===== src/hdl/mqlb_pkg.sv =====
package mqlb_pkg;

    // Default sizes of the shared buffer.
    localparam int SLOTS_DEF      = 16;
    localparam int QUEUES_DEF     = 4;
    localparam int DATA_WIDTH_DEF = 32;

    // Fixed field widths on the stream ports.
    localparam int PUSH_DATA_W = 32;
    localparam int POP_DATA_W  = 32;
    localparam int QNUM_W      = 2;
    localparam int IN_USER_W   = 1 + QNUM_W;
    localparam int STATUS_W    = 2;

    typedef enum logic {
        REQ_PUSH = 1'b0,
        REQ_POP  = 1'b1
    } t_req;

    typedef enum logic [STATUS_W-1:0] {
        ST_OK    = 2'd0,
        ST_FULL  = 2'd1,
        ST_EMPTY = 2'd2
    } t_status;

endpackage


===== src/hdl/mqlb_ram.sv =====
module mqlb_ram #(
    parameter int WIDTH = 8,
    parameter int DEPTH = 16
) (
    input  logic                     i_clk,
    input  logic                     i_we,
    input  logic [$clog2(DEPTH)-1:0] i_waddr,
    input  logic [WIDTH-1:0]         i_wdata,
    input  logic                     i_re,
    input  logic [$clog2(DEPTH)-1:0] i_raddr,
    output logic [WIDTH-1:0]         o_rdata
);

    logic [WIDTH-1:0] r_mem [DEPTH];
    logic [WIDTH-1:0] r_rdata;

    always_ff @(posedge i_clk) begin
        if (i_we) begin
            r_mem[i_waddr] <= i_wdata;
        end
        if (i_re) begin
            r_rdata <= r_mem[i_raddr];
        end
    end

    assign o_rdata = r_rdata;

endmodule


===== src/hdl/mqlb_fwd_ram.sv =====
module mqlb_fwd_ram #(
    parameter int WIDTH = 8,
    parameter int DEPTH = 16
) (
    input  logic                     i_clk,
    input  logic                     i_we,
    input  logic [$clog2(DEPTH)-1:0] i_waddr,
    input  logic [WIDTH-1:0]         i_wdata,
    input  logic                     i_re,
    input  logic [$clog2(DEPTH)-1:0] i_raddr,
    output logic [WIDTH-1:0]         o_rdata
);

    logic [WIDTH-1:0] ram_rdata;
    logic             r_hit;
    logic [WIDTH-1:0] r_fwd;

    mqlb_ram #(
        .WIDTH (WIDTH),
        .DEPTH (DEPTH)
    ) u_ram (
        .i_clk   (i_clk),
        .i_we    (i_we),
        .i_waddr (i_waddr),
        .i_wdata (i_wdata),
        .i_re    (i_re),
        .i_raddr (i_raddr),
        .o_rdata (ram_rdata)
    );

    // A read that collides with a write in the same cycle returns the new word.
    always_ff @(posedge i_clk) begin
        if (i_re) begin
            r_hit <= i_we && (i_waddr == i_raddr);
            r_fwd <= i_wdata;
        end
    end

    assign o_rdata = r_hit ? r_fwd : ram_rdata;

endmodule


===== src/hdl/multi_queue_linked_buffer_core.sv =====
// A transaction accepted into the request register moves to the output register once the
// output register is free or being emptied. Throughput: one request per cycle while that holds;
// the next request's link and data reads are issued at its accept edge with the state the
// request ahead of it leaves behind.
// Reset (synchronous, active low) empties all queues and puts every slot on the free
// list; the buffer memories themselves are not cleared.
module multi_queue_linked_buffer_core #(
    parameter int SLOTS      = mqlb_pkg::SLOTS_DEF,
    parameter int QUEUES     = mqlb_pkg::QUEUES_DEF,
    parameter int DATA_WIDTH = mqlb_pkg::DATA_WIDTH_DEF
) (
    input  logic                             i_clk,
    input  logic                             i_rst_n,
    input  logic                             i_s_axis_tvalid,
    output logic                             o_s_axis_tready,
    // push_data
    input  logic [mqlb_pkg::PUSH_DATA_W-1:0] i_s_axis_tdata,
    // req_type, queue_number
    input  logic [mqlb_pkg::IN_USER_W-1:0]   i_s_axis_tuser,
    output logic                             o_m_axis_tvalid,
    input  logic                             i_m_axis_tready,
    // pop_data
    output logic [mqlb_pkg::POP_DATA_W-1:0]  o_m_axis_tdata,
    // status
    output logic [mqlb_pkg::STATUS_W-1:0]    o_m_axis_tuser
);

    import mqlb_pkg::*;

    localparam int AW  = $clog2(SLOTS);
    localparam int PW  = $clog2(SLOTS + 1);
    localparam int QIW = (QUEUES > 1) ? $clog2(QUEUES) : 1;

    // Queue table: a queue's head and tail are meaningful only while it is not empty.
    logic [AW-1:0]     r_head [QUEUES];
    logic [AW-1:0]     r_tail [QUEUES];
    logic [QUEUES-1:0] r_nonempty;
    logic [AW-1:0]     n_head [QUEUES];
    logic [AW-1:0]     n_tail [QUEUES];
    logic [QUEUES-1:0] n_nonempty;

    // Free list head (SLOTS means no free slot) and the count of slots ever handed out.
    // Slots at and above the count were never used and chain in index order.
    logic [PW-1:0] r_free_head;
    logic [PW-1:0] r_fresh;
    logic [PW-1:0] n_free_head;
    logic [PW-1:0] n_fresh;

    // Request being executed.
    logic                   r_b_valid;
    t_req                   r_b_req;
    logic                   r_b_qok;
    logic [QIW-1:0]         r_b_qi;
    logic [PUSH_DATA_W-1:0] r_b_data;

    // Result register.
    logic                  r_out_valid;
    logic [POP_DATA_W-1:0] r_pop_data;
    t_status               r_status;

    logic                  b_go;
    logic                  s_accept;
    logic [QNUM_W-1:0]     in_q;
    logic                  in_qok;
    logic [QIW-1:0]        in_qi;
    logic [QIW-1:0]        in_qi_safe;
    logic [AW-1:0]         b_slot;
    logic [AW-1:0]         b_head;
    logic [AW-1:0]         b_tail;
    logic                  b_nonempty;

    logic                  link_we;
    logic [AW-1:0]         link_wa;
    logic [PW-1:0]         link_wd;
    logic [AW-1:0]         link_ra;
    logic [PW-1:0]         link_rd;
    logic                  data_we;
    logic [DATA_WIDTH-1:0] data_wd;
    logic [AW-1:0]         data_ra;
    logic [DATA_WIDTH-1:0] data_rd;
    logic [POP_DATA_W-1:0] pop_word;

    logic [POP_DATA_W-1:0] res_data;
    t_status               res_status;

    assign b_go            = r_b_valid && (!r_out_valid || i_m_axis_tready);
    assign o_s_axis_tready = !r_b_valid || b_go;
    assign s_accept        = i_s_axis_tvalid && o_s_axis_tready;

    assign in_q       = i_s_axis_tuser[QNUM_W:1];
    assign in_qok     = 32'(in_q) < QUEUES;
    assign in_qi      = QIW'(in_q);
    assign in_qi_safe = in_qok ? in_qi : '0;

    assign b_slot     = r_free_head[AW-1:0];
    assign b_head     = r_head[r_b_qi];
    assign b_tail     = r_tail[r_b_qi];
    assign b_nonempty = r_b_qok && r_nonempty[r_b_qi];

    generate
        if (DATA_WIDTH >= POP_DATA_W) begin : g_wide
            assign pop_word = data_rd[POP_DATA_W-1:0];
        end else begin : g_narrow
            assign pop_word = {{(POP_DATA_W - DATA_WIDTH){data_rd[DATA_WIDTH-1]}}, data_rd};
        end
        if (DATA_WIDTH >= PUSH_DATA_W) begin : g_wr_wide
            assign data_wd = DATA_WIDTH'(r_b_data);
        end else begin : g_wr_narrow
            assign data_wd = r_b_data[DATA_WIDTH-1:0];
        end
    endgenerate

    always_comb begin
        n_head      = r_head;
        n_tail      = r_tail;
        n_nonempty  = r_nonempty;
        n_free_head = r_free_head;
        n_fresh     = r_fresh;
        link_we     = 1'b0;
        link_wa     = '0;
        link_wd     = '0;
        data_we     = 1'b0;
        res_data    = '0;
        res_status  = ST_OK;
        if (b_go) begin
            if (r_b_req == REQ_PUSH) begin
                if (!r_b_qok || (r_free_head == PW'(SLOTS))) begin
                    res_status = ST_FULL;
                end else begin
                    data_we = 1'b1;
                    if (b_nonempty) begin
                        link_we = 1'b1;
                        link_wa = b_tail;
                        link_wd = PW'(b_slot);
                    end else begin
                        n_head[r_b_qi] = b_slot;
                    end
                    n_tail[r_b_qi]     = b_slot;
                    n_nonempty[r_b_qi] = 1'b1;
                    if (r_free_head == r_fresh) begin
                        n_fresh     = r_fresh + PW'(1);
                        n_free_head = r_fresh + PW'(1);
                    end else begin
                        n_free_head = link_rd;
                    end
                end
            end else begin
                if (!b_nonempty) begin
                    res_data   = '1;
                    res_status = ST_EMPTY;
                end else begin
                    res_data = pop_word;
                    if (b_head == b_tail) begin
                        n_nonempty[r_b_qi] = 1'b0;
                    end else begin
                        n_head[r_b_qi] = link_rd[AW-1:0];
                    end
                    link_we     = 1'b1;
                    link_wa     = b_head;
                    link_wd     = r_free_head;
                    n_free_head = PW'(b_head);
                end
            end
        end
    end

    // Reads for the incoming request use the state left by the request executing now.
    assign data_ra = n_head[in_qi_safe];
    assign link_ra = (i_s_axis_tuser[0] == REQ_POP) ? n_head[in_qi_safe]
                                                    : n_free_head[AW-1:0];

    mqlb_fwd_ram #(
        .WIDTH (PW),
        .DEPTH (SLOTS)
    ) u_link_ram (
        .i_clk   (i_clk),
        .i_we    (link_we),
        .i_waddr (link_wa),
        .i_wdata (link_wd),
        .i_re    (s_accept),
        .i_raddr (link_ra),
        .o_rdata (link_rd)
    );

    mqlb_fwd_ram #(
        .WIDTH (DATA_WIDTH),
        .DEPTH (SLOTS)
    ) u_data_ram (
        .i_clk   (i_clk),
        .i_we    (data_we),
        .i_waddr (b_slot),
        .i_wdata (data_wd),
        .i_re    (s_accept),
        .i_raddr (data_ra),
        .o_rdata (data_rd)
    );

    always_ff @(posedge i_clk) begin
        if (!i_rst_n) begin
            r_b_valid   <= 1'b0;
            r_out_valid <= 1'b0;
            r_nonempty  <= '0;
            r_free_head <= '0;
            r_fresh     <= '0;
        end else begin
            if (s_accept) begin
                r_b_valid <= 1'b1;
            end else if (b_go) begin
                r_b_valid <= 1'b0;
            end
            if (b_go) begin
                r_out_valid <= 1'b1;
            end else if (i_m_axis_tready) begin
                r_out_valid <= 1'b0;
            end
            r_nonempty  <= n_nonempty;
            r_free_head <= n_free_head;
            r_fresh     <= n_fresh;
        end
    end

    always_ff @(posedge i_clk) begin
        r_head <= n_head;
        r_tail <= n_tail;
        if (s_accept) begin
            r_b_req  <= t_req'(i_s_axis_tuser[0]);
            r_b_qok  <= in_qok;
            r_b_qi   <= in_qi_safe;
            r_b_data <= i_s_axis_tdata;
        end
        if (b_go) begin
            r_pop_data <= res_data;
            r_status   <= res_status;
        end
    end

    assign o_m_axis_tvalid = r_out_valid;
    assign o_m_axis_tdata  = r_pop_data;
    assign o_m_axis_tuser  = r_status;

endmodule


===== config.mk =====
export PLATFORM = sky130hd
export DESIGN_NAME = multi_queue_linked_buffer_core
export DESIGN_NICKNAME = d
export VERILOG_FILES = /design/src/hdl/mqlb_pkg.sv /design/src/hdl/mqlb_ram.sv /design/src/hdl/mqlb_fwd_ram.sv /design/src/hdl/multi_queue_linked_buffer_core.sv
export SDC_FILE = /design/constraint.sdc
export NUM_CORES = 1
export LEC_CHECK = 0
export BUFFER_PORTS_ARGS = -buffer_cell sky130_fd_sc_hd__clkbuf_2
export CAP_MARGIN = 20
export CORE_MARGIN = 2
export CORE_UTILIZATION = 35
export CTS_BUF_LIST = sky130_fd_sc_hd__clkbuf_8 sky130_fd_sc_hd__clkbuf_16
export DETAILED_ROUTE_END_ITERATION = 6
export PLACE_DENSITY = 0.52
export SKIP_CTS_REPAIR_TIMING = 1
export SYNTH_ARGS = -nofsm -noshare
export SYNTH_HDL_FRONTEND = slang
export SYNTH_SLANG_ARGS = --single-unit
export TNS_END_PERCENT = 5

===== constraint.sdc =====
create_clock -name i_clk -period 9.56 [get_ports i_clk]
set_input_delay 0.956 -clock i_clk [delete_from_list [all_inputs] [get_ports i_clk]]
set_output_delay 0.956 -clock i_clk [all_outputs]
set_load 0.01 [all_outputs]

# == Word level (Yosys, flattened, before mapping) ==
# Memory sizes are Yosys's and may differ from the RTL's. A register that Yosys moved wholly into a read port is not among the register bits.
# Cells that the tools add are included.
# word_totals
register_bits,156
mem_bits_rw,592
output_inout_bits,36
elab_cells,127
n_memories,2
# classes
n_addsub,1
magnitude_cmp,5
eq_ne,8
muxes,65
bitwise_logic,7
reduce_logical,16
# memory_table
name,words,width,read_ports,rd_clocked_by_memory_dff,write_ports,line,source
u_data_ram.u_ram.r_mem,16,32,1,1,1,mqlb_ram.sv:14,logic [WIDTH-1:0] r_mem [DEPTH];
u_link_ram.u_ram.r_mem,16,5,1,1,1,mqlb_ram.sv:14,
# op_table
op,n
two-way mux 16 bit,6
two-way mux 4 bit,20
two-way mux 32 bit,2
bitwise mux 16 bit,3
two-way mux 5 bit,8
binary-select mux 4 bit (select 2 bit),3
two-way mux 1 bit,18
equality test 4 bit,3
demux 4 bit (select 2 bit),1
AND reduction 4 bit,2
">= comparator 3 bit, second input constant",2
logical AND 1 bit,6
inverter 2 -> 3 bit,2
AND reduction 3 bit,2
"adder 5 x 1 -> 5 bit, second input constant",1
equality test 5 bit,1
"equality test 5 bit, second input constant",1
bitwise AND 4 bit,1
two-way mux 2 bit,2
"inequality test 2 x 1 -> 1 bit, second input constant",2
inverter 4 bit,1
OR 4 bit,1
nonzero test 2 bit,2
"< comparator 2 x 3 -> 1 bit, second input constant",1
other kinds (8),11

# == Longest topological paths before layout ==
# logic_depth
ltp_word,16
mapped_depth,17

# == Modules after synthesis ==
# From an unflattened synthesis, not the netlist that was laid out.
# hier_totals
cells_unflattened,1589
area_unflattened_um2,30915.9
# by_module_without_submodules
mod,instances,cells_per_inst,area_per_inst_um2,seq_area_each_um2
mqlb_ram (u_data_ram.u_ram),1,838,20174.3,16335.7
multi_queue_linked_buffer_core,1,501,5591.6,3193.1
mqlb_ram (u_link_ram.u_ram),1,155,3263.1,2552.4
mqlb_fwd_ram (u_data_ram),1,78,1599.0,991.0
mqlb_fwd_ram (u_link_ram),1,17,287.8,180.2

# == Least setup slack after synthesis ==
# No wires, ideal clock.
# synth_timing
path_type,input -> register
start,in i_m_axis_tready
end,"mem u_data_ram.u_ram.r_mem[1][0] (netlist bit), enable pin"
setup_ns,0.501
t_arrival_ns,5.551
t_required_ns,9.059
path_slack_ns,3.507
cell_stages,5
path_cell_list,nand2b_1 -> nand2_1 -> inv_1 -> nand2_1 -> nor4_1
# synth_via
elab_chain_len,5
# synth_rtl
element,line,source
"start, declared",multi_queue_linked_buffer_core.sv:21,"input logic i_m_axis_tready,"
logical OR 1 bit,multi_queue_linked_buffer_core.sv:86,assign b_go = r_b_valid && (!r_out_valid || i_m_axis_tready);
logical AND 1 bit,multi_queue_linked_buffer_core.sv:86,
net b_go,multi_queue_linked_buffer_core.sv:61,logic b_go;
two-way mux 1 bit,multi_queue_linked_buffer_core.sv:125,if (b_go) begin
two-way mux 1 bit,mqlb_ram.sv:18,if (i_we) begin
two-way mux 1 bit (implied by the code),mqlb_ram.sv:19,r_mem[i_waddr] <= i_wdata;
"end, declared",mqlb_ram.sv:14,
# The timed path passes the listed nets, and every way through them passes these cells.

==> results by stage <==
Run status:
- The flow ran to the end, and the final reports show no timing, DRC or antenna violations.

Critical path:
- The critical path is of the reg -> reg type.
- The endpoint identified for the worst register-to-register timing path is u_data_ram.u_ram.o_rdata[17].
- The register-to-register path setup slack is 4.06 ns.
- The launching element type of the critical path is a register.
- The cell that appears most often on the critical path is sky130_fd_sc_hd__buf_4.
- In this run the worst path has a maximum fanout of 104.
- At the worst endpoint, the required time is 9.95 ns.
- The path depth of the worst reg2reg path is 13.
- The largest single stage delay on the critical path is 1.05 ns.
- The worst reg2reg path startpoint is r_b_qi[0].
- Walking the worst path, the cells encountered are mux4_1 -> xor2_1 -> nor4_2 -> buf_4 -> or3_1 -> nand3_1 -> o221ai_1 -> nor3_1 -> or3_4 -> buf_4 -> nand2_1 -> o211ai_1 -> nand4_1.
- Data on the critical path arrives at its endpoint at 5.88 ns.
- The capturing element type of the critical path is a register.
- The critical-path cell with the highest stage delay is sky130_fd_sc_hd__edfxtp_1.

Placed design:
- The placed wire-length estimate is 40630 µm.
- The placer's final routability congestion estimate is 0.8549.
- The number of instances in the placed design is 3100.
- The count of port buffers added during placement is 74.

Routing:
- The number of vias in the routed layout is 16790.
- The count of nets left with antenna violations once routing finished came out at 0.
- The first detailed-routing pass ran for 5 iterations.
- Wires add up to 76600 µm.
- Dividing the detail-routed wire length by the instance count gives 23.51 µm.
- The first routing iteration left 1177 violations.
- The number of design rule violations left after detail routing is 0.
- The via density per instance is slightly above 5.

Synthesis:
- The net count after synthesis is about 2000.
- The Yosys warning count is 0.
- In the synthesized netlist the async set-or-reset flop fraction comes to 0%.
- In the synthesized netlist the dominant register cell turns out to be sky130_fd_sc_hd__edfxtp_1.
- The mean post-synth cell area is 16.57 µm².
- The post-synthesis instance total is 1920.
- In this run, synthesis inferred 753 flip-flops with an integrated enable.
- The count of cell types in the netlist is 64.
- The sequential area share after synthesis is 73.10%.
- Counting flops and latches in the post-synthesis netlist gives slightly below 800.
- The mapped cell area is between 30000 and 40000 µm².

Clock tree:
- The number of CTS-inserted buffers is 86.
- Counting every sink on the clock net gives a little under 800.
- The maximum clock insertion buffer count is 3.
- CTS built an H-tree with a depth of 3.
- The clock latency reported for the late side of the worst-skew pair is 0.64 ns.
- CTS placed an instance of sky130_fd_sc_hd__clkbuf_16 at the clock tree root.
- The clock-pin slew on the worst setup and hold paths is 0.06 ns.
- The clock tree from TritonCTS is yes.

Timing:
- The share of the clock period used by the worst path is 57.49%.
- The hold violation total from the final report is 0.
- The max-slew violation count is 0.
- Setup repair after global routing left no endpoint under its margin.
- The achievable clock frequency is between 150 and 200 MHz.
- The worst pin sits at a relative slew slack of ~25%.
- The actual transition at the worst max-transition pin is 1.114 ns.
- The time the final worst path needs with I/O delays and setup is 5.496 ns.
- Between clock sinks in the finished design, the worst skew comes to roughly 0.037 ns.
- Setup violations remaining at the end of the flow were counted as 0.
- The setup TNS is 0 ns.

Pwr:
- The net switching power is between 1.5 and 2 mW.
- The internal power of the cells totals 5.886 mW.
- The share of total power consumed by net switching is about 24%.
- The part of the power in registers is 50.8%.
- Dividing total power by cell area gives a power density of 214.7 nW/µm².
- The worst supply voltage drop on vdd is 0.1315 mV.
- The proportion of power drawn by combinational gates is 9.4%.
- Summed over all cells, the static leakage comes to approximately 13 nW.
- The part of the power in the clock network is roughly 40%.

Floorplanning:
- The core region is between 90000 and 100000 µm².
- The die extent in x is around 310 µm.
- The floorplan has 110 rows.
- The die covers 93320 µm².
- From bottom edge to top edge, the die measures a little over 300 µm.
- The number of top-level pins is 75.
- The effective utilization at floorplan is 35.34%.

Final layout:
- The finished layout holds 3258 standard cells, fillers aside.
- The net count of the finished layout is 2054.
- Compared with the post-synthesis result, the final layout area differs by 13.78%.
- The proportion of layout cells with a drive suffix above 1 is 18.89%.

Worst hold path:
- The worst hold path class is in -> reg.
- The endpoint of the worst hold path is data_wd[29].
- The startpoint of the tightest hold check path is i_s_axis_tdata[29].
- The number of cells on the worst hold path is 1.

Global route:
- The overall fraction of global-route tracks in use is 16.30%.
- The first global-routing pass estimated 113100 µm of wire.
- Entering global routing, the biggest net connects 147 pins.
- The number of global-route vias before repair is 17070.
- The number of antenna violations at the first check in global routing is 3.
- The total overflow reported by the global router is 0.

Flow run:
- Across the run, the number of max-cap violations was 0.
cell usage after synthesis, types with 4 or more instances:
cell	number	area, µm²
sky130_fd_sc_hd__a211o_1	65	569.3
sky130_fd_sc_hd__a211oi_1	4	30.03
sky130_fd_sc_hd__a21boi_0	5	37.54
sky130_fd_sc_hd__a21oi_1	46	230.2
sky130_fd_sc_hd__a22oi_1	7	52.55
sky130_fd_sc_hd__and2_1	8	50.05
sky130_fd_sc_hd__buf_1	7	26.28
sky130_fd_sc_hd__buf_2	21	105.1
sky130_fd_sc_hd__buf_4	6	45.04
sky130_fd_sc_hd__buf_6	22	247.7
sky130_fd_sc_hd__clkbuf_1	57	214.0
sky130_fd_sc_hd__dfxtp_1	32	640.6
sky130_fd_sc_hd__edfxtp_1	753	22610
sky130_fd_sc_hd__inv_1	15	56.30
sky130_fd_sc_hd__mux2_1	15	168.9
sky130_fd_sc_hd__mux2_2	117	1318
sky130_fd_sc_hd__mux2i_1	254	2542
sky130_fd_sc_hd__mux4_2	7	157.7
sky130_fd_sc_hd__nand2_1	101	379.1
sky130_fd_sc_hd__nand2b_1	9	56.30
sky130_fd_sc_hd__nand3_1	16	80.08
sky130_fd_sc_hd__nand4_1	37	231.5
sky130_fd_sc_hd__nor2_1	116	435.4
sky130_fd_sc_hd__nor2b_1	11	68.82
sky130_fd_sc_hd__nor3_1	21	105.1
sky130_fd_sc_hd__nor4_1	7	43.79
sky130_fd_sc_hd__o211ai_1	70	525.5
sky130_fd_sc_hd__o21ai_0	8	40.04
sky130_fd_sc_hd__o22ai_1	5	31.28
sky130_fd_sc_hd__or3_1	6	37.54
sky130_fd_sc_hd__xnor2_1	13	113.9
sky130_fd_sc_hd__xor2_1	11	96.34
worst max-delay path: cells and delay by family (launching register included):
kind / cells / cell delay [ns]
buf+inv: 2 / 1.04
compound gates: 2 / 0.30
simple gates: 7 / 1.64
xor+xnor: 1 / 0.26
flops: 1 / 1.05
mux: 1 / 0.76
through the flow:
stage               setup WS (ns)  power, mW  hold WS (ns)  utilization [%]  area, µm²
CTS                         3.986      7.850        0.4431            40.18      36160
floorplan                   3.507      4.525        0.4583                -      31810
detailed placement          4.056      4.756        0.4976            37.23      33510
global route                3.654      8.069        0.4509            40.21      36190
finish                      4.064      7.769        0.4805            40.21      36190
global placement            4.056      4.751        0.5029            37.22      33500
flip-flops by register name, indices dropped and copies added (netlist names), named ones only:
signal / flops
u_data_ram.u_ram.r_mem: 512
u_link_ram.u_ram.r_mem: 80
data_wd: 32
o_m_axis_tdata: 32
u_data_ram.r_fwd: 32
u_data_ram.u_ram.o_rdata: 32
r_head: 16
r_tail: 16
r_free_head: 5
r_fresh: 5
u_link_ram.r_fwd: 5
u_link_ram.u_ram.o_rdata: 5
o_m_axis_tuser: 2
r_b_qi: 2
o_m_axis_tvalid: 1
r_b_req: 1
r_b_valid: 1
u_data_ram.r_hit: 1
u_link_ram.r_hit: 1
area by class of cell:
type / count / area [µm²]
clock inverter: 69 / 503.0
multi-input combinational: 1006 / 8006
inverter: 16 / 60.06
clock buffer: 86 / 2152
timing repair buffer: 119 / 745.7
fill: 8189 / 53820
antenna: 1 / 2.502
sequential: 785 / 23250
tap: 1176 / 1471
logic make-up (layout without fill, tap and decap cells):
group	count (synthesis)	after routing	synth area share, %
simple gates	347	347	5.050
flops	785	785	73.10
buf+inv	129	290	2.195
mux	395	395	13.33
xor+xnor	24	24	0.6608
compound gates	239	239	5.633
other cells	0	1	0
fa+ha+maj	1	1	0.03933
worst max-delay path by stage:
stage | start | to | slack (ns) | cells after the start
floorplan | i_m_axis_tready | u_data_ram.u_ram.r_mem[1][0] | 3.51 | 5
global placement | r_b_qi[0] | u_data_ram.u_ram.o_rdata[26] | 4.06 | 13
detailed placement | r_b_qi[0] | u_data_ram.u_ram.o_rdata[10] | 4.06 | 13
CTS | r_b_qi[0] | u_data_ram.u_ram.o_rdata[10] | 3.99 | 13
global route | r_b_qi[0] | u_data_ram.u_ram.o_rdata[17] | 3.65 | 13
finish | r_b_qi[0] | u_data_ram.u_ram.o_rdata[17] | 4.06 | 13
routing by layer:
| metal | wire length (µm) | GRT usage (%) | vias to the layer above |
|---|---|---|---|
| met2 | 37300 | 27.33 | 345 |
| met3 | 3102 | 2.655 | 116 |
| met5 | 11 | 0 | - |
| met1 | 34640 | 21.97 | 8601 |
| li1 | - | - | 7727 |
| met4 | 1543 | 4.388 | 2 |
power by group through the flow:
stage,clock network (mW),registers [mW],logic [mW]
detailed placement,0,4.02,0.737
global placement,0,4.01,0.736
global route,3.32,3.96,0.793
finish,3.09,3.94,0.732
floorplan,0,3.98,0.541
CTS,3.16,3.95,0.739
cells in the final DEF (no fill, tap or decap), types with 16 or more instances in the layout:
master and count:
sky130_fd_sc_hd__a211o_1 65, sky130_fd_sc_hd__inv_1 32, sky130_fd_sc_hd__clkinv_1 19, sky130_fd_sc_hd__nor3_1 16, sky130_fd_sc_hd__buf_4 41, sky130_fd_sc_hd__mux2_2 117, sky130_fd_sc_hd__nand2_1 99, sky130_fd_sc_hd__clkbuf_2 74
sky130_fd_sc_hd__a21oi_1 46, sky130_fd_sc_hd__clkbuf_16 86, sky130_fd_sc_hd__nor2_1 107, sky130_fd_sc_hd__dfxtp_1 32, sky130_fd_sc_hd__mux2i_1 254, sky130_fd_sc_hd__o211ai_1 70, sky130_fd_sc_hd__nand3_1 16, sky130_fd_sc_hd__edfxtp_1 753
sky130_fd_sc_hd__nand4_1 37
Note: power is estimated with default switching activity, not from simulation.
